===== src/sv/ps2mct_pkg.sv =====
// ----------------------------------------------------------------------------
// PS/2 mouse cursor tracker package
// Shared widths, register indexes and the types passed between the blocks.
// ----------------------------------------------------------------------------
package ps2mct_pkg;

    // Width of the internal cursor position registers.
    localparam int COORD_BITS = 10;
    // Width of the cursor fields on the result channel.
    localparam int CURSOR_W   = 10;
    // Width of the limit registers.
    localparam int LIMIT_W    = 10;
    // Width of the gain register.
    localparam int GAIN_W     = 4;
    // Width of the configuration index and data.
    localparam int CFG_ADDR_W = 2;
    localparam int CFG_DATA_W = 10;

    // Signed width used for position arithmetic; holds position plus a scaled delta.
    localparam int SUM_W      = COORD_BITS + 8;
    // Signed product of a nine-bit delta and the gain.
    localparam int PROD_W     = 9 + GAIN_W + 1;

    // Reset values.
    localparam logic [LIMIT_W-1:0]    X_LIMIT_RST = LIMIT_W'(798);
    localparam logic [LIMIT_W-1:0]    Y_LIMIT_RST = LIMIT_W'(596);
    localparam logic [GAIN_W-1:0]     GAIN_RST    = GAIN_W'(1);
    localparam logic [COORD_BITS-1:0] POS_RST     = COORD_BITS'(100);

    // Largest position the coordinate registers can hold.
    localparam logic [COORD_BITS-1:0] COORD_MAX   = '1;

    // Header bit positions.
    localparam int HDR_LEFT   = 0;
    localparam int HDR_RIGHT  = 1;
    localparam int HDR_SYNC   = 3;
    localparam int HDR_X_SIGN = 4;
    localparam int HDR_Y_SIGN = 5;

    // Configuration register indexes.
    typedef enum logic [CFG_ADDR_W-1:0] {
        REG_X_LIMIT = 2'd0,
        REG_Y_LIMIT = 2'd1,
        REG_GAIN    = 2'd2
    } reg_idx_t;

    // Configuration as seen by the datapath.
    typedef struct packed {
        logic [LIMIT_W-1:0] x_limit;
        logic [LIMIT_W-1:0] y_limit;
        logic [GAIN_W-1:0]  gain;
    } cfg_t;

    // A completed packet from the framer.
    typedef struct packed {
        logic       complete;
        logic [7:0] header;
        logic [7:0] dx;
        logic [7:0] dy;
    } pkt_t;

    // One result beat.
    typedef struct packed {
        logic [CURSOR_W-1:0] cursor_x;
        logic [CURSOR_W-1:0] cursor_y;
        logic                left_release;
        logic                right_release;
    } result_t;

endpackage


===== src/sv/ps2mct_cursor.sv =====
// ----------------------------------------------------------------------------
// PS/2 mouse cursor tracker cursor update
// Scales the packet deltas, moves and clamps the cursor, detects releases.
// ----------------------------------------------------------------------------
module ps2mct_cursor import ps2mct_pkg::*;
(
    input  logic    clk,
    input  logic    rst_n,
    input  cfg_t    cfg,
    input  pkt_t    pkt,
    input  logic    commit,
    output result_t result
);

    logic [COORD_BITS-1:0] pos_x_reg;
    logic [COORD_BITS-1:0] pos_y_reg;
    logic                  left_held_reg;
    logic                  right_held_reg;

    logic signed [8:0]        dx9;
    logic signed [8:0]        dy9;
    logic signed [GAIN_W:0]   gain_s;
    logic signed [PROD_W-1:0] dx_scaled;
    logic signed [PROD_W-1:0] dy_scaled;
    logic signed [SUM_W-1:0]  sum_x;
    logic signed [SUM_W-1:0]  sum_y;
    logic [COORD_BITS-1:0]    pos_x_next;
    logic [COORD_BITS-1:0]    pos_y_next;
    logic                     left_release;
    logic                     right_release;

    // Clamp a signed value to 0..min(limit, largest coordinate).
    function automatic logic [COORD_BITS-1:0] clamp_coord(
        input logic signed [SUM_W-1:0] v,
        input logic [LIMIT_W-1:0]      lim
    );
        logic signed [SUM_W-1:0] top;
        logic signed [SUM_W-1:0] cmax;
        logic signed [SUM_W-1:0] res;
        cmax = SUM_W'(COORD_MAX);
        top  = SUM_W'(lim);
        if (top > cmax)
        begin
            top = cmax;
        end
        res = v;
        if (res > top)
        begin
            res = top;
        end
        if (res < 0)
        begin
            res = '0;
        end
        return res[COORD_BITS-1:0];
    endfunction

    // Nine-bit deltas with the sign bits taken from the header.
    assign dx9    = {pkt.header[HDR_X_SIGN], pkt.dx};
    assign dy9    = {pkt.header[HDR_Y_SIGN], pkt.dy};
    assign gain_s = {1'b0, cfg.gain};

    // Scale, move and clamp; screen y grows downwards.
    always_comb
    begin
        dx_scaled  = PROD_W'(dx9) * PROD_W'(gain_s);
        dy_scaled  = PROD_W'(dy9) * PROD_W'(gain_s);
        sum_x      = signed'(SUM_W'(pos_x_reg)) + SUM_W'(dx_scaled);
        sum_y      = signed'(SUM_W'(pos_y_reg)) - SUM_W'(dy_scaled);
        pos_x_next = clamp_coord(sum_x, cfg.x_limit);
        pos_y_next = clamp_coord(sum_y, cfg.y_limit);
    end

    // A release event is a held button that is now seen released.
    assign left_release  = left_held_reg  && !pkt.header[HDR_LEFT];
    assign right_release = right_held_reg && !pkt.header[HDR_RIGHT];

    // Cursor and button state.
    always_ff @(posedge clk or negedge rst_n)
    begin
        if (!rst_n)
        begin
            pos_x_reg      <= POS_RST;
            pos_y_reg      <= POS_RST;
            left_held_reg  <= 1'b0;
            right_held_reg <= 1'b0;
        end
        else if (commit)
        begin
            pos_x_reg      <= pos_x_next;
            pos_y_reg      <= pos_y_next;
            left_held_reg  <= pkt.header[HDR_LEFT];
            right_held_reg <= pkt.header[HDR_RIGHT];
        end
    end

    assign result.cursor_x      = CURSOR_W'(pos_x_next);
    assign result.cursor_y      = CURSOR_W'(pos_y_next);
    assign result.left_release  = left_release;
    assign result.right_release = right_release;

endmodule


===== config.mk =====
export PLATFORM = sky130hd
export DESIGN_NAME = ps2mct_cursor
export DESIGN_NICKNAME = d
export VERILOG_FILES = /design/src/sv/ps2mct_pkg.sv /design/src/sv/ps2mct_cursor.sv
export SDC_FILE = /design/constraint.sdc
export NUM_CORES = 1
export LEC_CHECK = 0
export ABC_AREA = 1
export BUFFER_PORTS_ARGS = -buffer_cell sky130_fd_sc_hd__buf_2
export CORE_MARGIN = 2
export CORE_UTILIZATION = 60
export CTS_BUF_LIST = sky130_fd_sc_hd__clkbuf_4
export DETAILED_ROUTE_END_ITERATION = 10
export GPL_ROUTABILITY_DRIVEN = 0
export PLACE_DENSITY = 0.82
export SLEW_MARGIN = 5
export SYNTH_ARGS = -nofsm -noshare
export SYNTH_HDL_FRONTEND = slang
export SYNTH_SLANG_ARGS = --single-unit

===== constraint.sdc =====
create_clock -name clk -period 16.2 [get_ports clk]
set_input_delay 0.81 -clock clk [delete_from_list [all_inputs] [get_ports clk]]
set_output_delay 0.81 -clock clk [all_outputs]
set_load 0.01 [all_outputs]

Word level (Yosys, flattened, before mapping)
Cells that the tools add are included.
Storage, ports and cells
  output and inout bits: 22
  register bits: 22
  bits of input ports: 52
  logic and storage cells: 20
Cells by class
  add/sub/neg operators: 2
  reduce and logical (&&, ||, !) cells: 4
  mux-type cells: 4
  multiply operators: 2
  order comparisons: 4
Operators by type and width (count)
  $lt A18 B1 Y1 const B: 2
  $mux W18: 2
  $gt A15 B11 Y1: 2
  $mul A9 B5 Y14: 2
  $mux W10: 2
  $add A11 B14 Y15: 1
  $sub A11 B14 Y15: 1
  $logic_and A1 B1 Y1: 2
  $logic_not A1 Y1: 2

Logic depth before layout (Yosys ltp)
Gate-level depths: netlist of the first run.
  depth in word-level cells: 6
  mapped depth: 33
  gate-level depth less buffers: 30

Worst setup path after synthesis of the first run
No wires, ideal clock.
  path type: input-to-output
  from: input cfg[1] (netlist bit)
  to: output result[5] (netlist bit)
  required time: 15390 ps
  arrival: 5478 ps
  path buffers: 3
  stages: 28
  setup slack: 9912 ps
  cell sequence: clkbuf_1 clkbuf_1 nand2_1 inv_1 fa_1 ha_1 inv_1 fa_1 inv_1 fa_1 inv_1 ha_1 nand2_1 nor2_1 a21oi_1 or2_2 nand3_1 nand2_1 ha_1 inv_1 nor2_1 o22ai_1 nand2_1 nor2_4 nand3_2 buf_6 nand3_1 and2_1
RTL lines
  start, declared: RTL line ps2mct_cursor.sv:9  | input cfg_t cfg,
  end, declared: RTL line ps2mct_cursor.sv:12  | output result_t result

==> results of run 1 <==
routing by layer:
layer  wire length (um)  part of all wire [%]
met1               5310                    43
met2               6430                    52
met3                309                   2.5
met4                280                   2.3
met5                  0                     0
placed cells by master (no fill, tap or decap):
| cell | n |
|---|---|
| nor2_4 | 2 |
| nor4_1 | 1 |
| nand2_1 | 269 |
| xor2_1 | 9 |
| nand3b_1 | 1 |
| nand3_2 | 8 |
| dfstp_2 | 6 |
| or2_2 | 1 |
| nand3_1 | 42 |
| buf_2 | 68 |
| dfrtp_1 | 16 |
| o21ai_0 | 6 |
| xnor2_1 | 8 |
| inv_1 | 248 |
| nor2_1 | 41 |
| o21bai_2 | 1 |
| nand2_2 | 8 |
| ha_1 | 85 |
| xor2_4 | 1 |
| a21oi_1 | 23 |
| inv_2 | 3 |
| o22ai_1 | 1 |
| o21a_1 | 1 |
| fa_1 | 54 |
| a21oi_2 | 2 |
| o21bai_1 | 1 |
| a21boi_1 | 5 |
| clkbuf_4 | 3 |
| clkinv_1 | 1 |
| nor3_1 | 3 |
| xnor2_2 | 1 |
| a21o_1 | 2 |
| and2_1 | 6 |
| nand4_1 | 22 |
| o21ai_1 | 2 |
cells by family after synthesis:
kind of cell             Yosys count  share of synthesized area (%)
AO/OA/AOI/OAI                     44                           4.34
AND/OR/NAND/NOR                  404                           29.2
flip-flops                        22                           9.39
adder cells (fa/ha/maj)          139                           36.1
XOR/XNOR                          19                           3.24
buffers and inverters            272                           17.7
critical path, delay by kind of cell:
family / cells / cell delay, ns
AOI/OAI and AO/OA: 2 / 0.28
buffers and inverters: 7 / 0.71
adders and majority gates: 6 / 2.34
and+or+nand+nor: 15 / 2.02
stage by stage:
| step | setup slack [ns] | std cells | instance area [sq um] | utilization, % |
|---|---|---|---|---|
| 6_report | 9.22 | 1084 | 6360 | 65.7 |
| 5_1_grt | 8.72 | 1084 | 6360 | 65.7 |
| 4_1_cts | 9.18 | 1084 | 6360 | 65.7 |
| 3_5_place_dp | 9.19 | 1080 | 6340 | 65.5 |
| 3_3_place_gp | 9.30 | 1080 | 6340 | 65.5 |
| 2_1_floorplan | 9.91 | 900 | 5940 | - |
layout make-up:
| cell class | instances | area (sq um) | share of cell area [%] |
|---|---|---|---|
| clock inverter | 1 | 3.75 | 0.0590 |
| timing repair buffer | 68 | 340 | 5.35 |
| multi-input combinational | 606 | 4330 | 68.1 |
| clock buffer | 3 | 22.5 | 0.354 |
| inverter | 251 | 942 | 14.8 |
| sequential | 22 | 558 | 8.77 |
| tap | 133 | 166 | 2.61 |
worst paths after layout:
path	end	slack, ns	cells after the start
worst max-delay path	result[5]	9.22	30
worst min-delay path	pos_y_reg[4]	0.44	1
worst max register to register	pos_x_reg[4]	11.00	28
worst min register to register	pos_x_reg[5]	0.48	2
max in group asynchronous	pos_y_reg[2]	15.40	1
min in group clk	pos_x_reg[5]	0.48	2
==> results.json, run 1 <==
{
  "use_met1_pct": 28.8,
  "postCtsSetupBuffers": 0,
  "rows": 36,
  "die_h_um": 104,
  "synth_common_cells": "nand2_1, inv_1, ha_1",
  "clk_pin_slew_ns": 0.12,
  "clock_latency_ns": 0.31,
  "grt_pass1_vias": 5310,
  "htreeDepth": 1,
  "setup_tns_ns": 0,
  "route.detailed.wl_per_inst_um": 11.4,
  "slew_viol_final": 0,
  "synth_top_cells_by_area": "fa_1, ha_1, nand2_1, inv_1, dfrtp_1",
  "drtAntennaViolNets": 0,
  "synth_largest_area_cell": "fa_1",
  "synth.most_common_cell": "nand2_1",
  "cap_violations": 0,
  "cp.required_ns": 15.39,
  "hold_ws_ns": 0.441,
  "crit_path_start_kind": "input port",
  "synth-async-reset-ratio_pct": 100,
  "die_w_um": 104,
  "cpMostUsedCell": "nand2_1",
  "drt_iter0_markers": 195,
  "cp-end-kind": "output pin",
  "slowest_delay_ns": 0.48,
  "cts_tree": "yes",
  "grt_pass1_wl_um": 22200,
  "met3_usage_pct": 1.32,
  "fin_nets": 1143,
  "fill_cells": 904,
  "ctsResizeCount": 0,
  "routed_via_density": 4.85,
  "finalWirelength_um": 12300,
  "avgSynthCellArea_sq_um": 6.60,
  "portBuffers": 68,
  "grt_max_degree": 26,
  "final_hold_viol_count": 0,
  "synth_edf_count": 0,
  "grt_util_met2_pct": 46.7,
  "grt_busiest_layer": "met2",
  "regToRegStartpoint": "pos_x_reg[5]",
  "syn-num-nets": 1091,
  "synth-seq-area-share_pct": 9.39,
  "cts.sinks": 22,
  "antenna_cells": 0,
  "critical_path_class": "in2out",
  "track_usage_pct": 24.2,
  "maxSlewHeadroom_pct": 29.9,
  "min_period_ns": 6.98,
  "ios": 74,
  "synth_cells": 900,
  "worst_hold_path_type": "in2async",
  "worstPathArrival_ns": 6.17,
  "drt-pass1-iter-count": 4,
  "remaining_drc_errors": 0,
  "finalClockSkew_ns": 0.00504,
  "syn-cell-area_sq_um": 5940,
  "cts_buffer_depth": 2,
  "timing.final.crit_share_pct": 43.1,
  "status": "finished clean",
  "synth_top_area_share_pct": 18.2,
  "drive_gt1_share_pct": 10.9,
  "ys_types": 36,
  "cts_buffers": 3,
  "rsz0062_at_grt": "false",
  "dp_hpwl_um": 10700,
  "ys_ff_latch": 22,
  "ys.warnings.count": 0,
  "finalSetupViolations": 0,
  "dieArea_sq_um": 10700,
  "overflow": 0,
  "critPathLaunch": "cfg[2]",
  "yosys_most_used_dff": "dfrtp_1",
  "vias": 5262,
  "slowest_stage": "fa_1",
  "antenna_found_initial": 0,
  "start_util_pct": 61.4,
  "max_slew.worst_pin.slew_ns": 1.05,
  "cts_hold_buffers": 0,
  "crit_fanout": 18,
  "root_buffer": "clkbuf_4",
  "coreArea_sq_um": 9680,
  "fmax_ghz": 0.143,
  "syn_to_final_growth_pct": 7.09
}
Power of run 1 is not shown: default switching activity piles up to over one toggle a cycle in this logic, so the estimate is an artifact.
==> run 2, diff against run 1 <==
CORE_UTILIZATION = 56   (was 60)
PLACE_DENSITY = 0.8   (was 0.82)
clock period = 5.65 ns   (was 16.2 ns; I/O delays follow)
==> results.json, run 2 (synthesized netlist as in run 1, its figures left out) <==
{
  "status": "finished clean",
  "cp-end-kind": "output pin",
  "preCtsSetupSlack_ns": 0.209,
  "ios": 74,
  "setup_slack_ns": 0.264,
  "cts_buffer_depth": 2,
  "syn_to_final_growth_pct": 10.7,
  "finalWirelength_um": 12700,
  "clock_latency_ns": 0.30,
  "cts.sinks": 22,
  "overflow": 0,
  "remaining_drc_errors": 0,
  "cp_top_family": "adder cells",
  "slowest_stage": "fa_1",
  "final_cell_mix": "nand2_1, inv_1, ha_1",
  "reg2reg_depth": 27,
  "routed_via_density": 4.89,
  "place_area_sq_um": 6390,
  "crit_path_start_kind": "flip-flop",
  "finalClockSkew_ns": 0.00344,
  "drt_iter0_markers": 194,
  "cts_buffers": 3,
  "htreeDepth": 1,
  "worstPathArrival_ns": 5.10,
  "vias": 5376,
  "antenna_found_initial": 0,
  "crit_cells": 26,
  "cp.required_ns": 5.37,
  "worstHoldPathCells": 3,
  "portBuffers": 68,
  "antenna_cells": 0,
  "clk_pin_slew_ns": 0.12,
  "drive_gt1_share_pct": 13.2,
  "dieArea_sq_um": 11500,
  "grt_pass1_wl_um": 22000,
  "track_usage_pct": 23.0,
  "route.detailed.wl_per_inst_um": 11.5,
  "drtAntennaViolNets": 0,
  "fin_nets": 1155,
  "root_buffer": "clkbuf_4",
  "critPathBufInv": 8,
  "grt_max_degree": 26,
  "max_slew.worst_pin.slew_ns": 0.604,
  "setup_tns_ns": 0,
  "final_common_cell": "nand2_1",
  "drt-pass1-iter-count": 5,
  "cts_tree": "yes",
  "fmax_ghz": 0.186,
  "min_period_ns": 5.39,
  "slowest_delay_ns": 0.56,
  "dp_hpwl_um": 10800,
  "coreArea_sq_um": 10300,
  "die_h_um": 107,
  "die_w_um": 107,
  "maxSlewHeadroom_pct": 59.7,
  "slew_viol_final": 0,
  "cap_violations": 0,
  "rows": 37,
  "cpMostUsedCell": "nand2_1",
  "final_hold_viol_count": 0,
  "timing.final.crit_share_pct": 95.3,
  "crit_fanout": 8,
  "finalSetupViolations": 0,
  "worst_hold_path_type": "in2reg",
  "grt_pass1_vias": 5223,
  "critical_path_class": "reg2out",
  "start_util_pct": 57.6,
  "fin_area_sq_um": 6580
}
[run 2: what timing repair did]
item                                    CTS  global route
resized for setup                         0            19
hold endpoints to repair                 16             0
hold buffers                              1             0
endpoints found under the setup margin    0            20
setup buffers                             0             2
[run 2: final cells by class]
| cell class | instances | area (sq um) |
|---|---|---|
| flip-flops and latches | 22 | 558 |
| fillers | 949 | 3750 |
| inverters | 251 | 942 |
| multi-input cells | 608 | 4450 |
| repair buffers | 78 | 423 |
| clock buffers | 4 | 30.0 |
| well taps | 136 | 170 |
[run 2: routing by layer]
layer / track usage [%] / share of wire (%)
met5: 0 / 0
met3: 1.40 / 4.0
met2: 44.0 / 53
met4: 4.36 / 1.2
met1: 28.3 / 42
[run 2: worst reg2reg max path: cells and delay by family, from the launching register on]
kind,cells,cell delay [ns]
fa+ha+maj,5,2.17
simple gates,13,1.10
buf+inv,7,0.59
flops,1,0.55
xor+xnor,1,0.20
compound gates,1,0.17
[run 2: path summary, 6_finish.rpt]
kind	startpoint	to	slack, ns
worst max-delay path	pos_x_reg[5]	result[17]	0.26
worst min-delay path	pkt[17]	right_held_reg	0.21
worst max register to register	pos_x_reg[5]	pos_x_reg[0]	0.78
worst min register to register	pos_y_reg[5]	pos_y_reg[5]	0.48
max in group asynchronous	rst_n	pos_y_reg[2]	4.83
min in group asynchronous	rst_n	pos_x_reg[1]	0.47
[run 2: through the flow]
| step | std cells | hold WS, ns | util (%) |
|---|---|---|---|
| 2_1_floorplan | 900 | -0.0131 | - |
| 3_3_place_gp | 1090 | 0.277 | 61.9 |
| 4_1_cts | 1095 | 0.207 | 62.3 |
| 5_1_grt | 1099 | 0.203 | 63.7 |
| 3_5_place_dp | 1090 | 0.282 | 61.9 |
| 6_report | 1099 | 0.208 | 63.7 |
Power of run 2 is left out for the same reason.
==> run 3, diff against run 2 <==
BUFFER_PORTS_ARGS = not set   (was -buffer_cell sky130_fd_sc_hd__buf_2)
CORE_MARGIN = 5   (was 2)
CORE_UTILIZATION = 60   (was 56)
DONT_BUFFER_PORTS = 1   (was not set)
PLACE_DENSITY = 0.79   (was 0.8)
==> results.json, run 3 (synthesized netlist as in run 1, its figures left out) <==
{
  "vias": 5027,
  "ios": 74,
  "start_util_pct": 61.1,
  "final_hold_viol_count": 0,
  "fin_nets": 1080,
  "drive_gt1_share_pct": 5.07,
  "cp-end-kind": "output pin",
  "drt_iter0_markers": 138,
  "htreeDepth": 1,
  "finalSetupViolations": 0,
  "min_period_ns": 5.30,
  "crit_path_start_kind": "input port",
  "overflow": 0,
  "drt-pass1-iter-count": 4,
  "rows": 36,
  "finalClockSkew_ns": 0.00653,
  "hold_end": "pos_x_reg[2]",
  "fin_util_pct": 62.6,
  "route.detailed.wl_per_inst_um": 11.6,
  "dieArea_sq_um": 12000,
  "cts.sinks": 22,
  "clock_latency_ns": 0.30,
  "fmax_ghz": 0.189,
  "final_cell_mix": "nand2_1, inv_1, ha_1",
  "regToRegStartpoint": "pos_x_reg[5]",
  "drtAntennaViolNets": 0,
  "hp-start": "commit",
  "maxSlewHeadroom_pct": 36.5,
  "routed_via_density": 4.92,
  "remaining_drc_errors": 0,
  "timing.final.crit_share_pct": 93.8,
  "worstPathArrival_ns": 5.02,
  "fill_cells": 956,
  "final_common_cell": "nand2_1",
  "clk_pin_slew_ns": 0.12,
  "worstReg2RegEnd": "pos_x_reg[3]",
  "antenna_found_initial": 0,
  "crit_fanout": 18,
  "grt_pass1_vias": 4909,
  "cts_buffer_depth": 2,
  "cts_tree": "yes",
  "antenna_cells": 0,
  "reg2reg_depth": 23,
  "track_usage_pct": 21.3,
  "cts_buffers": 3,
  "rsz0062_at_grt": "false",
  "postCtsSetupBuffers": 0,
  "worstHoldPathCells": 2,
  "setup_tns_ns": 0,
  "die_w_um": 110,
  "die_h_um": 110,
  "grt_max_degree": 26,
  "status": "finished clean",
  "max_slew.worst_pin.slew_ns": 0.949,
  "worst_hold_path_type": "in2reg",
  "slew_viol_final": 0,
  "syn_to_final_growth_pct": 2.46,
  "portBuffers": 0,
  "cp.required_ns": 5.37,
  "finalWirelength_um": 11900,
  "cap_violations": 0,
  "grt_pass1_wl_um": 21000,
  "rrSetupSlack_ns": 0.72,
  "coreArea_sq_um": 9730,
  "critical_path_class": "in2out",
  "dp_hpwl_um": 10500,
  "root_buffer": "clkbuf_4"
}
[run 3: layout make-up]
cell class              instances  area, sq um  area share [%]
well taps                     133          166            2.73
flip-flops and latches         22          558            9.16
multi-input cells             606         4350            71.5
repair buffers                  5         40.0           0.657
clock buffers                   4         30.0           0.493
inverters                     251          942            15.5
[run 3: worst max path at each step]
stage,startpoint,endpoint,slack [ns],depth (start not counted)
after floorplan,cfg[1],result[5],0.42,28
after global placement,cfg[0],result[5],0.46,28
after detailed placement,cfg[0],result[4],0.36,28
after CTS,pos_x_reg[5],result[17],0.26,21
after global routing,pos_x_reg[5],result[15],0.003,22
final,cfg[0],result[5],0.35,28
[run 3: metrics by stage]
stage	cell area (sq um)	hold WS (ns)	instances	setup WS [ns]
6_report	6090	0.0588	1021	0.351
5_1_grt	6090	0.0361	1021	0.00318
4_1_cts	6070	0.0480	1021	0.262
3_5_place_dp	6030	-0.0125	1016	0.355
3_3_place_gp	6030	-0.0126	1016	0.465
2_1_floorplan	5940	-0.0131	900	0.417
[run 3: timing repair]
action | CTS | global route
gates resized for setup | 0 | 5
hold endpoints to repair | 22 | 0
endpoints found under the setup margin | 0 | 10
hold buffers | 1 | 0
[run 3: worst max-delay path: stages]
cell and delay [ns]:
nand2_1 0.04, inv_1 0.05, fa_1 0.47, ha_1 0.29, inv_1 0.04, fa_1 0.48, inv_1 0.06, fa_1 0.48
inv_1 0.04, ha_1 0.36, nand2_1 0.07, nand2_1 0.10, nand2_1 0.06, nand3_1 0.09, a21oi_1 0.07, or2_2 0.30
nand3_1 0.07, nand2_1 0.10, ha_1 0.30, inv_1 0.06, nor2_1 0.04, o22ai_1 0.19, nand2_1 0.12, nor2_4 0.16
nand3_2 0.21, nand2_1 0.21, nand2_1 0.09, and2_1 0.18
[run 3: routing by layer]
metal  share of wire, %  GRT usage (%)  vias to the layer above  routed length (um)
met5                  0              0                        -                   0
met4                1.7           4.45                        0                 205
met3                4.3           2.47                       12                 508
met2                 52           40.3                       78                6130
met1                 42           25.7                     2288                5040
li1                   -              -                     2649                   -
Power of run 3 is left out for the same reason.
