[src/sv/ps2mct_pkg.sv]
// ----------------------------------------------------------------------------
// PS/2 mouse cursor tracker package
// Shared widths, register indexes and the types passed between the blocks.
// ----------------------------------------------------------------------------
package ps2mct_pkg;

    // Width of the internal cursor position registers.
    localparam int COORD_BITS = 10;
    // Width of the cursor fields on the result channel.
    localparam int CURSOR_W   = 10;
    // Width of the limit registers.
    localparam int LIMIT_W    = 10;
    // Width of the gain register.
    localparam int GAIN_W     = 4;
    // Width of the configuration index and data.
    localparam int CFG_ADDR_W = 2;
    localparam int CFG_DATA_W = 10;

    // Signed width used for position arithmetic; holds position plus a scaled delta.
    localparam int SUM_W      = COORD_BITS + 8;
    // Signed product of a nine-bit delta and the gain.
    localparam int PROD_W     = 9 + GAIN_W + 1;

    // Reset values.
    localparam logic [LIMIT_W-1:0]    X_LIMIT_RST = LIMIT_W'(798);
    localparam logic [LIMIT_W-1:0]    Y_LIMIT_RST = LIMIT_W'(596);
    localparam logic [GAIN_W-1:0]     GAIN_RST    = GAIN_W'(1);
    localparam logic [COORD_BITS-1:0] POS_RST     = COORD_BITS'(100);

    // Largest position the coordinate registers can hold.
    localparam logic [COORD_BITS-1:0] COORD_MAX   = '1;

    // Header bit positions.
    localparam int HDR_LEFT   = 0;
    localparam int HDR_RIGHT  = 1;
    localparam int HDR_SYNC   = 3;
    localparam int HDR_X_SIGN = 4;
    localparam int HDR_Y_SIGN = 5;

    // Configuration register indexes.
    typedef enum logic [CFG_ADDR_W-1:0] {
        REG_X_LIMIT = 2'd0,
        REG_Y_LIMIT = 2'd1,
        REG_GAIN    = 2'd2
    } reg_idx_t;

    // Configuration as seen by the datapath.
    typedef struct packed {
        logic [LIMIT_W-1:0] x_limit;
        logic [LIMIT_W-1:0] y_limit;
        logic [GAIN_W-1:0]  gain;
    } cfg_t;

    // A completed packet from the framer.
    typedef struct packed {
        logic       complete;
        logic [7:0] header;
        logic [7:0] dx;
        logic [7:0] dy;
    } pkt_t;

    // One result beat.
    typedef struct packed {
        logic [CURSOR_W-1:0] cursor_x;
        logic [CURSOR_W-1:0] cursor_y;
        logic                left_release;
        logic                right_release;
    } result_t;

endpackage

[src/sv/ps2mct_framer.sv]
// ----------------------------------------------------------------------------
// PS/2 mouse cursor tracker packet framer
// Aligns mouse bytes into header, X and Y bytes and flags a complete packet.
// ----------------------------------------------------------------------------
module ps2mct_framer import ps2mct_pkg::*;
(
    input  logic       clk,
    input  logic       rst_n,
    input  logic       byte_valid,
    input  logic [7:0] byte_data,
    input  logic       advance,
    output pkt_t       pkt
);

    typedef enum logic [1:0] {
        IDX_HEADER = 2'd0,
        IDX_DX     = 2'd1,
        IDX_DY     = 2'd2
    } byte_idx_t;

    byte_idx_t  byte_idx_reg;
    byte_idx_t  byte_idx_next;
    logic [7:0] header_reg;
    logic [7:0] dx_reg;
    logic       complete;

    // Next byte position; a header byte without its sync bit is dropped.
    always_comb
    begin
        byte_idx_next = byte_idx_reg;
        complete      = 1'b0;
        unique case (byte_idx_reg)
            IDX_HEADER:
            begin
                if (byte_data[HDR_SYNC])
                begin
                    byte_idx_next = IDX_DX;
                end
            end
            IDX_DX:
            begin
                byte_idx_next = IDX_DY;
            end
            default:
            begin
                byte_idx_next = IDX_HEADER;
                complete      = 1'b1;
            end
        endcase
    end

    // Position counter.
    always_ff @(posedge clk or negedge rst_n)
    begin
        if (!rst_n)
        begin
            byte_idx_reg <= IDX_HEADER;
        end
        else if (byte_valid && advance)
        begin
            byte_idx_reg <= byte_idx_next;
        end
    end

    // Header and X delta capture.
    always_ff @(posedge clk)
    begin
        if (byte_valid && advance)
        begin
            if (byte_idx_reg == IDX_HEADER)
            begin
                header_reg <= byte_data;
            end
            if (byte_idx_reg == IDX_DX)
            begin
                dx_reg <= byte_data;
            end
        end
    end

    assign pkt.complete = byte_valid && complete;
    assign pkt.header   = header_reg;
    assign pkt.dx       = dx_reg;
    assign pkt.dy       = byte_data;

endmodule

[config.mk]
export PLATFORM = sky130hd
export DESIGN_NAME = ps2mct_framer
export DESIGN_NICKNAME = d
export VERILOG_FILES = /design/src/sv/ps2mct_pkg.sv /design/src/sv/ps2mct_framer.sv
export SDC_FILE = /design/constraint.sdc
export NUM_CORES = 1
export LEC_CHECK = 0
export ABC_AREA = 1
export CAP_MARGIN = 30
export CORE_UTILIZATION = 50
export DETAILED_ROUTE_END_ITERATION = 10
export DONT_BUFFER_PORTS = 1
export PLACE_DENSITY = 0.76
export SLEW_MARGIN = 10
export SYNTH_ARGS = -nofsm -noshare
export SYNTH_HDL_FRONTEND = slang
export SYNTH_SLANG_ARGS = --single-unit
[constraint.sdc]
create_clock -name clk -period 1.3 [get_ports clk]
set_input_delay 0.26 -clock clk [delete_from_list [all_inputs] [get_ports clk]]
set_output_delay 0.26 -clock clk [all_outputs]
set_load 0.01 [all_outputs]
Yosys cells after proc, flatten, opt, wreduce, memory -nomap -nowiden
Index checks and enable logic that the tools add are counted. W data, S select, Z words.

Bits in registers: 18. Bits of input ports: 12. Output and inout bits: 25. Word-level logic and storage cells: 15.

Equality and inequality tests: 2. Multiplexer cells: 3. Reductions and logical operators: 7.

Operators by type and width (number): $reduce_and A2 Y1 (3); $pmux W2 S2 (1); $eq A2 B1 Y1 const B (1); $logic_and A1 B1 Y1 (2); $logic_not A2 Y1 (1); $mux W2 (1); $ne A2 B2 Y1 const B (1); $reduce_or A2 Y1 (1); $mux W1 (1).

Depth between registers and ports, before layout
Gate-level depths: netlist of run 1.

Word-level depth: 4. Gate-level depth with buffers: 4.

Least setup slack after synthesis of run 1
OpenSTA, ideal clock, no wires.

Path kind: flip-flop to flip-flop. From: register byte_idx_reg[0]. To: register header_reg[0] (enable). Setup time: 0.383 ns. Arrival: 1.041 ns. Required time: 0.917 ns. Setup slack: -0.124 ns. Cell stages (with the launch flop): 2. Buffers on the path: 0. Cell sequence: dfrtp_1 -> nor3_1.

Word-level cells in the longest chain between the ends: 2.

Ends and longest elaborated chain: start: declaration (line ps2mct_framer.sv:21) `byte_idx_t byte_idx_reg;`; start signal: assignment (line ps2mct_framer.sv:61) `byte_idx_reg <= byte_idx_next;`; $logic_not A2 Y1 (line ps2mct_framer.sv:70) `if (byte_idx_reg == IDX_HEADER)`; $reduce_and A2 Y1 (no line); end signal: assignment (line ps2mct_framer.sv:72) `header_reg <= byte_data;`; end: declaration (line ps2mct_framer.sv:23) `logic [7:0] header_reg;`.

Every way passes these cells. A chain may end at the register's enable or synchronous reset.

==> results.json, run 1 <==
{
  "worst_pin_slew_ns": 0.177,
  "switchingPower_mw": 0.244,
  "die_y_um": 38.0,
  "combPwrFrac_pct": 6.3,
  "synth-edff-count": 16,
  "worstReg2RegStart": "byte_idx_reg[1]",
  "slowest_stage": "dfrtp_1",
  "overflow": 0,
  "fmax_mhz": 869,
  "cts_tree": "built",
  "setup_slack_ns": 0.149,
  "gp_congestion": 0.585,
  "synthTopCellsByArea": "edfxtp_1 74%, buf_4 9.2%, dfrtp_1 7.7%",
  "yosysUniqueCellTypes": 10,
  "power_density_mw_per_mm2": 1650,
  "post_cts.resized_instances": 0,
  "synth-main-ff-cell": "edfxtp_1",
  "dp_hpwl_um": 677,
  "hold_viol_final": 0,
  "report.final.slew_viol_count": 0,
  "cellLeakagePower_nw": 0.256,
  "netlist_instances": 40,
  "use_met3_pct": 5.81,
  "clockBufferDepth": 2,
  "dieArea_mm2": 0.00145,
  "endpoint_kind": "primary output",
  "required_ns": 1.04,
  "ir_worst_vdd_mv": 0.934,
  "wl_per_cell_um": 16.5,
  "drc_errors": 0,
  "area.growth.synth_to_final_pct": 4.82,
  "ys_seq_area_share_pct": 81.7,
  "clk_latency_ns": 0.29,
  "synth_warnings": 0,
  "fp-row-count": 12,
  "drv_cap": 0,
  "ant_nets": 0,
  "ff_latch_area_um2": 531,
  "regToRegEndpoint": "dx_reg[5]",
  "cp-start-kind": "flip-flop",
  "synth.most_common_cell": "edfxtp_1",
  "endpoint": "pkt[24]",
  "ios": 37,
  "r2r_slack_ns": 0.16,
  "postCtsSetupBuffers": 0,
  "rsz0062_at_grt": "false",
  "dr.pass1.iters": 2,
  "start_util_pct": 56.2,
  "synth_top_cell_by_area": "edfxtp_1",
  "gr-usage-met1_pct": 14.6,
  "reg2reg_depth": 4,
  "p_int_mw": 0.879,
  "setup_viol": 0,
  "syn_avg_cell_area_um2": 16.2,
  "grt_pass1_wl_um": 1320,
  "root_buffer": "clkbuf_4",
  "use_met2_pct": 24.2,
  "fp.coreArea_mm2": 0.00116,
  "multi_input_area_um2": 52.6,
  "crit_chain": "nand2_1 -> inv_1",
  "pre_cts_slack_ns": 0.181,
  "async_flop_share_pct": 11.1,
  "clockPowerShare_pct": 29.5,
  "synth_seq_cells": 18,
  "totalWireLength_um": 889,
  "critPathKind": "reg2out",
  "synth_top_area_share_pct": 74.0,
  "min_path_type": "in2reg",
  "layout.nets": 53,
  "n_fill_cell": 84,
  "io_buffers": 0,
  "swShare_pct": 21.7,
  "route.vias.total": 286,
  "cts_made_buffers": 3,
  "status": "finished clean",
  "crit_start": "byte_idx_reg[1]",
  "grt_usage_pct": 14.6,
  "synthesis.nets": 52,
  "path_clk_slew_ns": 0.10,
  "drive_gt1_share_pct": 22.5,
  "grt_pass1_vias": 290,
  "die_x_um": 38.0,
  "syn_area_um2": 649,
  "grt.busiest_layer": "met2",
  "cp.arrival_ns": 0.89,
  "cts_num_sinks": 18,
  "fin_crit_sh_pct": 88.5,
  "diodes": 0,
  "htreeDepth": 1,
  "power_frac_seq_pct": 64.2,
  "slowest_delay_ns": 0.44,
  "vias_per_cell": 5.30,
  "grt_max_degree": 11,
  "drtIter0Drc": 2,
  "tns_ns": 0,
  "critPathMaxFanout": 5,
  "skew_ns": 0.00496,
  "slew_headroom_pct": 88.1,
  "period_minus_slack_ns": 1.15,
  "synth_commonest_cells": "16 x edfxtp_1, 8 x buf_4, 5 x nand2_1",
  "grt_antenna_before_repair": 0
}
final cells by class:
class | instances | share of cell area, %
clock buffer | 4 | 5.33
inverter | 3 | 1.65
multi-input combinational | 11 | 7.72
sequential | 18 | 77.9
tap | 14 | 2.57
timing repair buffer | 4 | 4.78
per-layer routing:
layer | wire (µm) | part of all wire [%]
met4 | 0 | 0
met3 | 64 | 7.2
met2 | 473 | 53
met1 | 350 | 39
met5 | 0 | 0
cell usage in the layout (no fill, tap or decap):
cell / netlist / layout
nor2_1: 2 / 2
edfxtp_1: 16 / 16
nand3_1: 1 / 1
nand2_1: 5 / 5
clkbuf_4: 0 / 3
buf_4: 8 / 3
inv_1: 3 / 3
dfrtp_1: 2 / 2
dlygate4sd3_1: 0 / 1
o21ai_1: 1 / 1
nand2_2: 1 / 1
nor3_2: 0 / 1
clkbuf_8: 0 / 1
cell families (layout without fill, tap and decap cells):
family | count (synthesis) | in the layout | synth area share, %
buf+inv | 11 | 11 | 11.0
compound gates | 1 | 1 | 0.770
simple gates | 10 | 10 | 6.55
flops | 18 | 18 | 81.7
stage by stage:
step	instances	hold WS [ns]	area, µm²	power [mW]	util [%]
CTS	54	0.0498	681	1.13	58.9
floorplan	40	-0.0356	654	0.796	-
global route	54	0.0442	681	1.16	58.9
detailed placement	49	-0.0355	634	0.802	54.9
global placement	49	-0.0355	634	0.792	54.9
finish	54	0.0599	681	1.12	58.9
worst max-delay path, delay by kind of cell, from the launching register on:
family	cells	cell delay (ns)
flip-flops	1	0.44
AND/OR/NAND/NOR	1	0.07
buffers and inverters	1	0.09
power by group through the flow:
stage | Combinational [mW] | Sequential (mW) | Clock, mW
after floorplan | 0.0688 | 0.727 | 0
after global placement | 0.0626 | 0.729 | 0
after global routing | 0.0815 | 0.726 | 0.358
after detailed placement | 0.0678 | 0.734 | 0
final | 0.0704 | 0.721 | 0.332
after CTS | 0.0710 | 0.720 | 0.342
worst min-delay path by stage:
stage,start,end,slack [ns],cells after the start
final,byte_data[7],header_reg[7],0.06,0
after global routing,byte_data[1],header_reg[1],0.04,0
after CTS,byte_data[0],dx_reg[0],0.05,0
after detailed placement,rst_n,byte_idx_reg[1],-0.04,0
after global placement,rst_n,byte_idx_reg[0],-0.04,0
after floorplan,rst_n,byte_idx_reg[0],-0.04,0
repair_timing:
action / 4_1_cts / 5_1_grt
endpoints found under the hold margin: 2 / 0
setup endpoints to repair: 0 / 0
hold buffers: 1 / 0
(Power assumes the default switching activity.)
==> inputs of run 2 (changes only) <==
--- a/config.mk
+++ b/config.mk
@@ -7,9 +7,11 @@
 export LEC_CHECK = 0
 export ABC_AREA = 1
 export CAP_MARGIN = 30
+export CORE_MARGIN = 3
 export CORE_UTILIZATION = 50
 export DETAILED_ROUTE_END_ITERATION = 10
 export DONT_BUFFER_PORTS = 1
+export MAX_ROUTING_LAYER = met4
 export PLACE_DENSITY = 0.76
 export SLEW_MARGIN = 10
 export SYNTH_ARGS = -nofsm -noshare
==> run 2 against run 1 <==
Compared with the run above: worst hold slack better by 0.010 ns; combinational power is 9.8% lower; register-to-register slack better by 0.03 ns; core utilization is 1.5 points lower; global-route usage is 2.5 points lower; sequential power hardly changed; flip-flop and latch count stayed put; setup slack better by 0.011 ns; total power is 6.2% lower; cell count is 1.9% lower; largest cell class unchanged; largest power group unchanged; highest routed layer unchanged.
==> results.json, run 2 (synthesis gave the netlist of run 1 again) <==
{
  "report.final.slew_viol_count": 0,
  "io_buffers": 0,
  "cp.arrival_ns": 0.88,
  "final_common_cell": "edfxtp_1",
  "grt_max_degree": 11,
  "regToRegEndpoint": "dx_reg[7]",
  "drive_gt1_share_pct": 17.9,
  "slew_headroom_pct": 88.3,
  "place_inst": 48,
  "min_from": "byte_data[2]",
  "drtIter0Drc": 2,
  "hold_depth": 0,
  "diodes": 0,
  "dr.pass1.iters": 3,
  "final_cell_mix": "16 x edfxtp_1, 5 x nand2_1, 3 x inv_1, 3 x clkbuf_4",
  "holdWs_ns": 0.0698,
  "ios": 37,
  "fp-row-count": 12,
  "grt_pass1_wl_um": 1580,
  "p_int_mw": 0.823,
  "cp_top_family": "flip-flops",
  "ant_nets": 0,
  "reg2reg_depth": 4,
  "fin_area_um2": 663,
  "fmax_mhz": 877,
  "htreeDepth": 1,
  "die_y_um": 42.0,
  "status": "finished clean",
  "hold_viol_final": 0,
  "cts_tree": "built",
  "finalNonFillerCells": 53,
  "cts_num_sinks": 18,
  "wl_per_cell_um": 17.8,
  "setup_viol": 0,
  "dp_hpwl_um": 718,
  "clockPowerShare_pct": 25.5,
  "layout.nets": 52,
  "root_buffer": "clkbuf_4",
  "crit_start": "byte_idx_reg[1]",
  "cellLeakagePower_nw": 0.245,
  "power_density_mw_per_mm2": 1590,
  "combPwrFrac_pct": 6.0,
  "slowest_delay_ns": 0.43,
  "fp.coreArea_mm2": 0.00116,
  "postCtsSetupBuffers": 0,
  "rsz0062_at_grt": "false",
  "endpoint_kind": "primary output",
  "worstReg2RegStart": "byte_idx_reg[1]",
  "start_util_pct": 56.2,
  "fin_crit_sh_pct": 87.7,
  "slowest_stage": "dfrtp_1",
  "required_ns": 1.04,
  "drv_cap": 0,
  "critPathMaxFanout": 5,
  "clockBufferDepth": 2,
  "overflow": 0,
  "n_fill_cell": 83,
  "gp_congestion": 0.603,
  "ir_worst_vdd_mv": 0.729,
  "die_x_um": 42.0,
  "clk_latency_ns": 0.28,
  "crit_chain": "nand2_1 -> inv_1",
  "grt_usage_pct": 12.1,
  "grt_antenna_before_repair": 0,
  "cp-start-kind": "flip-flop",
  "r2r_slack_ns": 0.19,
  "totalWireLength_um": 944,
  "multi_input_area_um2": 52.6,
  "power_frac_seq_pct": 68.5,
  "tns_ns": 0,
  "route.vias.total": 278,
  "critPathKind": "reg2out",
  "dieArea_mm2": 0.00177,
  "drc_errors": 0,
  "path_clk_slew_ns": 0.09,
  "grt_pass1_vias": 298,
  "dpl_cell_area_um2": 627,
  "whs_endpoint": "dx_reg[2]",
  "period_minus_slack_ns": 1.14,
  "ff_latch_area_um2": 531,
  "fin_util_pct": 57.4,
  "swShare_pct": 21.8,
  "vias_per_cell": 5.25,
  "cp.buffers_inverters": 1,
  "min_path_type": "in2reg",
  "worst_pin_slew_ns": 0.175,
  "area.growth.synth_to_final_pct": 2.12,
  "skew_ns": 0.00419,
  "cts_made_buffers": 3,
  "switchingPower_mw": 0.230
}
-- run 2: changes by cell type in the layout (fill, tap and decap cells not counted), sizes merged --
cell,previous run,this run
buf,3,2
-- run 2: layer usage --
| layer | wire length (µm) | vias to the layer above | GRT usage, % | part of all wire (%) |
|---|---|---|---|---|
| li1 | - | 127 | - | - |
| met1 | 349 | 136 | 13.3 | 37 |
| met2 | 508 | 15 | 20.4 | 54 |
| met3 | 86 | 0 | 4.72 | 9.1 |
| met4 | 0 | 0 | 3.73 | 0 |
| met5 | 0 | - | - | 0 |
-- run 2: worst max path at each step --
stage                            to  slack, ns  cells past startpoint
final                       pkt[24]       0.16                      2
after global routing        pkt[24]       0.08                      2
after CTS                   pkt[24]       0.15                      2
after detailed placement  dx_reg[3]       0.20                      4
after global placement    dx_reg[4]       0.23                      4
after floorplan           dx_reg[0]       0.05                      3
-- run 2: what timing repair did --
action,CTS,global route
hold buffers,1,0
resized for setup,0,0
hold endpoints to repair,2,0
-- run 2: power groups by stage --
stage                     Sequential, mW  Combinational, mW  Clock [mW]
final                              0.721             0.0635       0.269
after global routing               0.725             0.0759       0.316
after CTS                          0.722             0.0648       0.279
after detailed placement           0.735             0.0617           0
after global placement             0.731             0.0574           0
after floorplan                    0.727             0.0688           0
-- run 2: worst register-to-register path, stage by stage (launching register included) --
cell	delay [ns]
dfrtp_1	0.44
inv_1	0.07
nand2_1	0.06
nor2_1	0.08
buf_4	0.17
-- run 2: cell type report --
cell class / count / area share [%]
tap: 14 / 2.64
sequential: 18 / 80.0
multi-input combinational: 11 / 7.92
clock buffer: 4 / 3.96
inverter: 3 / 1.70
timing repair buffer: 3 / 3.77
-- run 2: metrics by stage --
step                worst slack [ns]  power [mW]
floorplan                     0.0477       0.796
global placement               0.232       0.788
detailed placement             0.200       0.797
CTS                            0.152        1.07
global route                  0.0813        1.12
finish                         0.160        1.05
==> inputs of run 3 (changes only) <==
--- a/config.mk
+++ b/config.mk
@@ -12,7 +12,7 @@
 export DETAILED_ROUTE_END_ITERATION = 10
 export DONT_BUFFER_PORTS = 1
 export MAX_ROUTING_LAYER = met4
-export PLACE_DENSITY = 0.76
+export PLACE_DENSITY = 0.73
 export SLEW_MARGIN = 10
 export SYNTH_ARGS = -nofsm -noshare
 export SYNTH_HDL_FRONTEND = slang
==> constraint.sdc (replaced) <==
create_clock -name clk -period 1.4 [get_ports clk]
set_input_delay 0.28 -clock clk [delete_from_list [all_inputs] [get_ports clk]]
set_output_delay 0.28 -clock clk [all_outputs]
set_load 0.01 [all_outputs]
==> run 3 against run 2 <==
Compared with the run above: final area is 2.3% higher; count of clock-buffer cells in the layout decreased by 1; global-route usage decreased by 0.20 points; combinational power up 9.3%; register-to-register slack got worse by 0.09 ns; setup slack worse by 0.058 ns; sequential power down 7.1%; largest cell class unchanged; die area unchanged.
==> results.json, run 3 (synthesis gave the netlist of run 1 again) <==
{
  "post_cts.resized_instances": 0,
  "holdWs_ns": 0.0911,
  "cts_tree": "built",
  "drive_gt1_share_pct": 22.0,
  "wl_per_cell_um": 17.7,
  "ir_worst_vdd_mv": 0.691,
  "hold_viol_final": 0,
  "tns_ns": 0,
  "die_y_um": 42.0,
  "slew_headroom_pct": 83.0,
  "endpoint_kind": "flip-flop",
  "worst_pin_slew_ns": 0.254,
  "r2r_slack_ns": 0.10,
  "top_layer": "met3",
  "postCtsSetupBuffers": 0,
  "totalWireLength_um": 972,
  "fin_area_um2": 678,
  "min_path_type": "in2reg",
  "htreeDepth": 1,
  "drv_cap": 0,
  "cts_made_buffers": 3,
  "fp.coreArea_mm2": 0.00116,
  "status": "finished clean",
  "overflow": 0,
  "ant_nets": 0,
  "grt_max_degree": 11,
  "io_buffers": 0,
  "fp-row-count": 12,
  "skew_ns": 0.00131,
  "wl_met2_um": 541,
  "final_cell_mix": "16 x edfxtp_1, 5 x nand2_1, 4 x buf_4, 3 x inv_1, 3 x clkbuf_4",
  "clk_latency_ns": 0.28,
  "start_util_pct": 56.2,
  "diodes": 0,
  "grt_antenna_before_repair": 0,
  "gp_congestion": 0.585,
  "ios": 37,
  "critPathKind": "reg2reg",
  "required_ns": 1.40,
  "setup_viol": 0,
  "rsz0062_at_grt": "false",
  "dr.pass1.iters": 5,
  "grt_pass1_wl_um": 1520,
  "cts_num_sinks": 18,
  "grt_usage_pct": 11.9,
  "layout.nets": 54,
  "vias_per_cell": 5.38,
  "dieArea_mm2": 0.00177,
  "power_mw": 0.981,
  "report.final.slew_viol_count": 0,
  "cp.arrival_ns": 1.30,
  "period_minus_slack_ns": 1.30,
  "area.growth.synth_to_final_pct": 4.43,
  "dpl_cell_area_um2": 642,
  "fin_util_pct": 58.7,
  "clockBufferDepth": 2,
  "critPathMaxFanout": 5,
  "met1_length_um": 327,
  "postCtsHoldBufs": 1,
  "root_buffer": "clkbuf_4",
  "cp-start-kind": "flip-flop",
  "power_density_mw_per_mm2": 1450,
  "die_x_um": 42.0,
  "fin_crit_sh_pct": 92.7,
  "dr_wl_met3_um": 103,
  "route.vias.total": 296,
  "grt_pass1_vias": 306,
  "fmax_mhz": 771,
  "drc_errors": 0,
  "cellLeakagePower_nw": 0.256,
  "drtIter0Drc": 1,
  "path_clk_slew_ns": 0.09,
  "final_common_cell": "edfxtp_1"
}
==> run 3: final cells by class <==
| type | instances | area, µm² |
|---|---|---|
| inverters | 3 | 11.3 |
| clock inverters | 1 | 3.75 |
| flip-flops and latches | 18 | 531 |
| well taps | 14 | 17.5 |
| multi-input cells | 11 | 52.6 |
| clock buffers | 3 | 22.5 |
| repair buffers | 5 | 40.0 |
| fillers | 82 | 478 |
==> run 3: routing by layer <==
layer  vias up  GRT usage, %
li1        131             -
met1       145          11.0
met2        20          20.4
met3         0          6.01
met4         0          5.59
met5         -             -
==> run 3: through the flow <==
step / instances / worst slack, ns
6_report: 55 / 0.102
5_1_grt: 55 / 0.0645
4_1_cts: 55 / 0.108
3_5_place_dp: 50 / 0.127
3_3_place_gp: 50 / 0.263
2_1_floorplan: 40 / 0.148
==> run 3: report_power, final <==
| group | leakage (nW) | internal (mW) | switching (mW) | total, mW |
|---|---|---|---|---|
| Combinational | 0.0683 | 0.0284 | 0.0410 | 0.0694 |
| Clock | 0.0154 | 0.103 | 0.139 | 0.242 |
| Sequential | 0.172 | 0.632 | 0.0380 | 0.670 |
| Total | 0.256 | 0.763 | 0.218 | 0.981 |
==> run 3: worst max-delay path, cell delays in order, from the launching register on <==
cell     delay (ns)
dfrtp_1        0.44
inv_1          0.08
nand2_1        0.08
nor2_1         0.22
buf_4          0.20
==> run 3: path summary, 6_finish.rpt <==
check | cells past startpoint | from | endpoint
max | 4 | byte_idx_reg[1] | dx_reg[7]
min | 0 | byte_data[3] | dx_reg[3]
max reg2reg | 4 | byte_idx_reg[1] | dx_reg[7]
min reg2reg | 2 | byte_idx_reg[0] | byte_idx_reg[0]
max in group asynchronous | 1 | rst_n | byte_idx_reg[0]
min in group asynchronous | 1 | rst_n | byte_idx_reg[1]
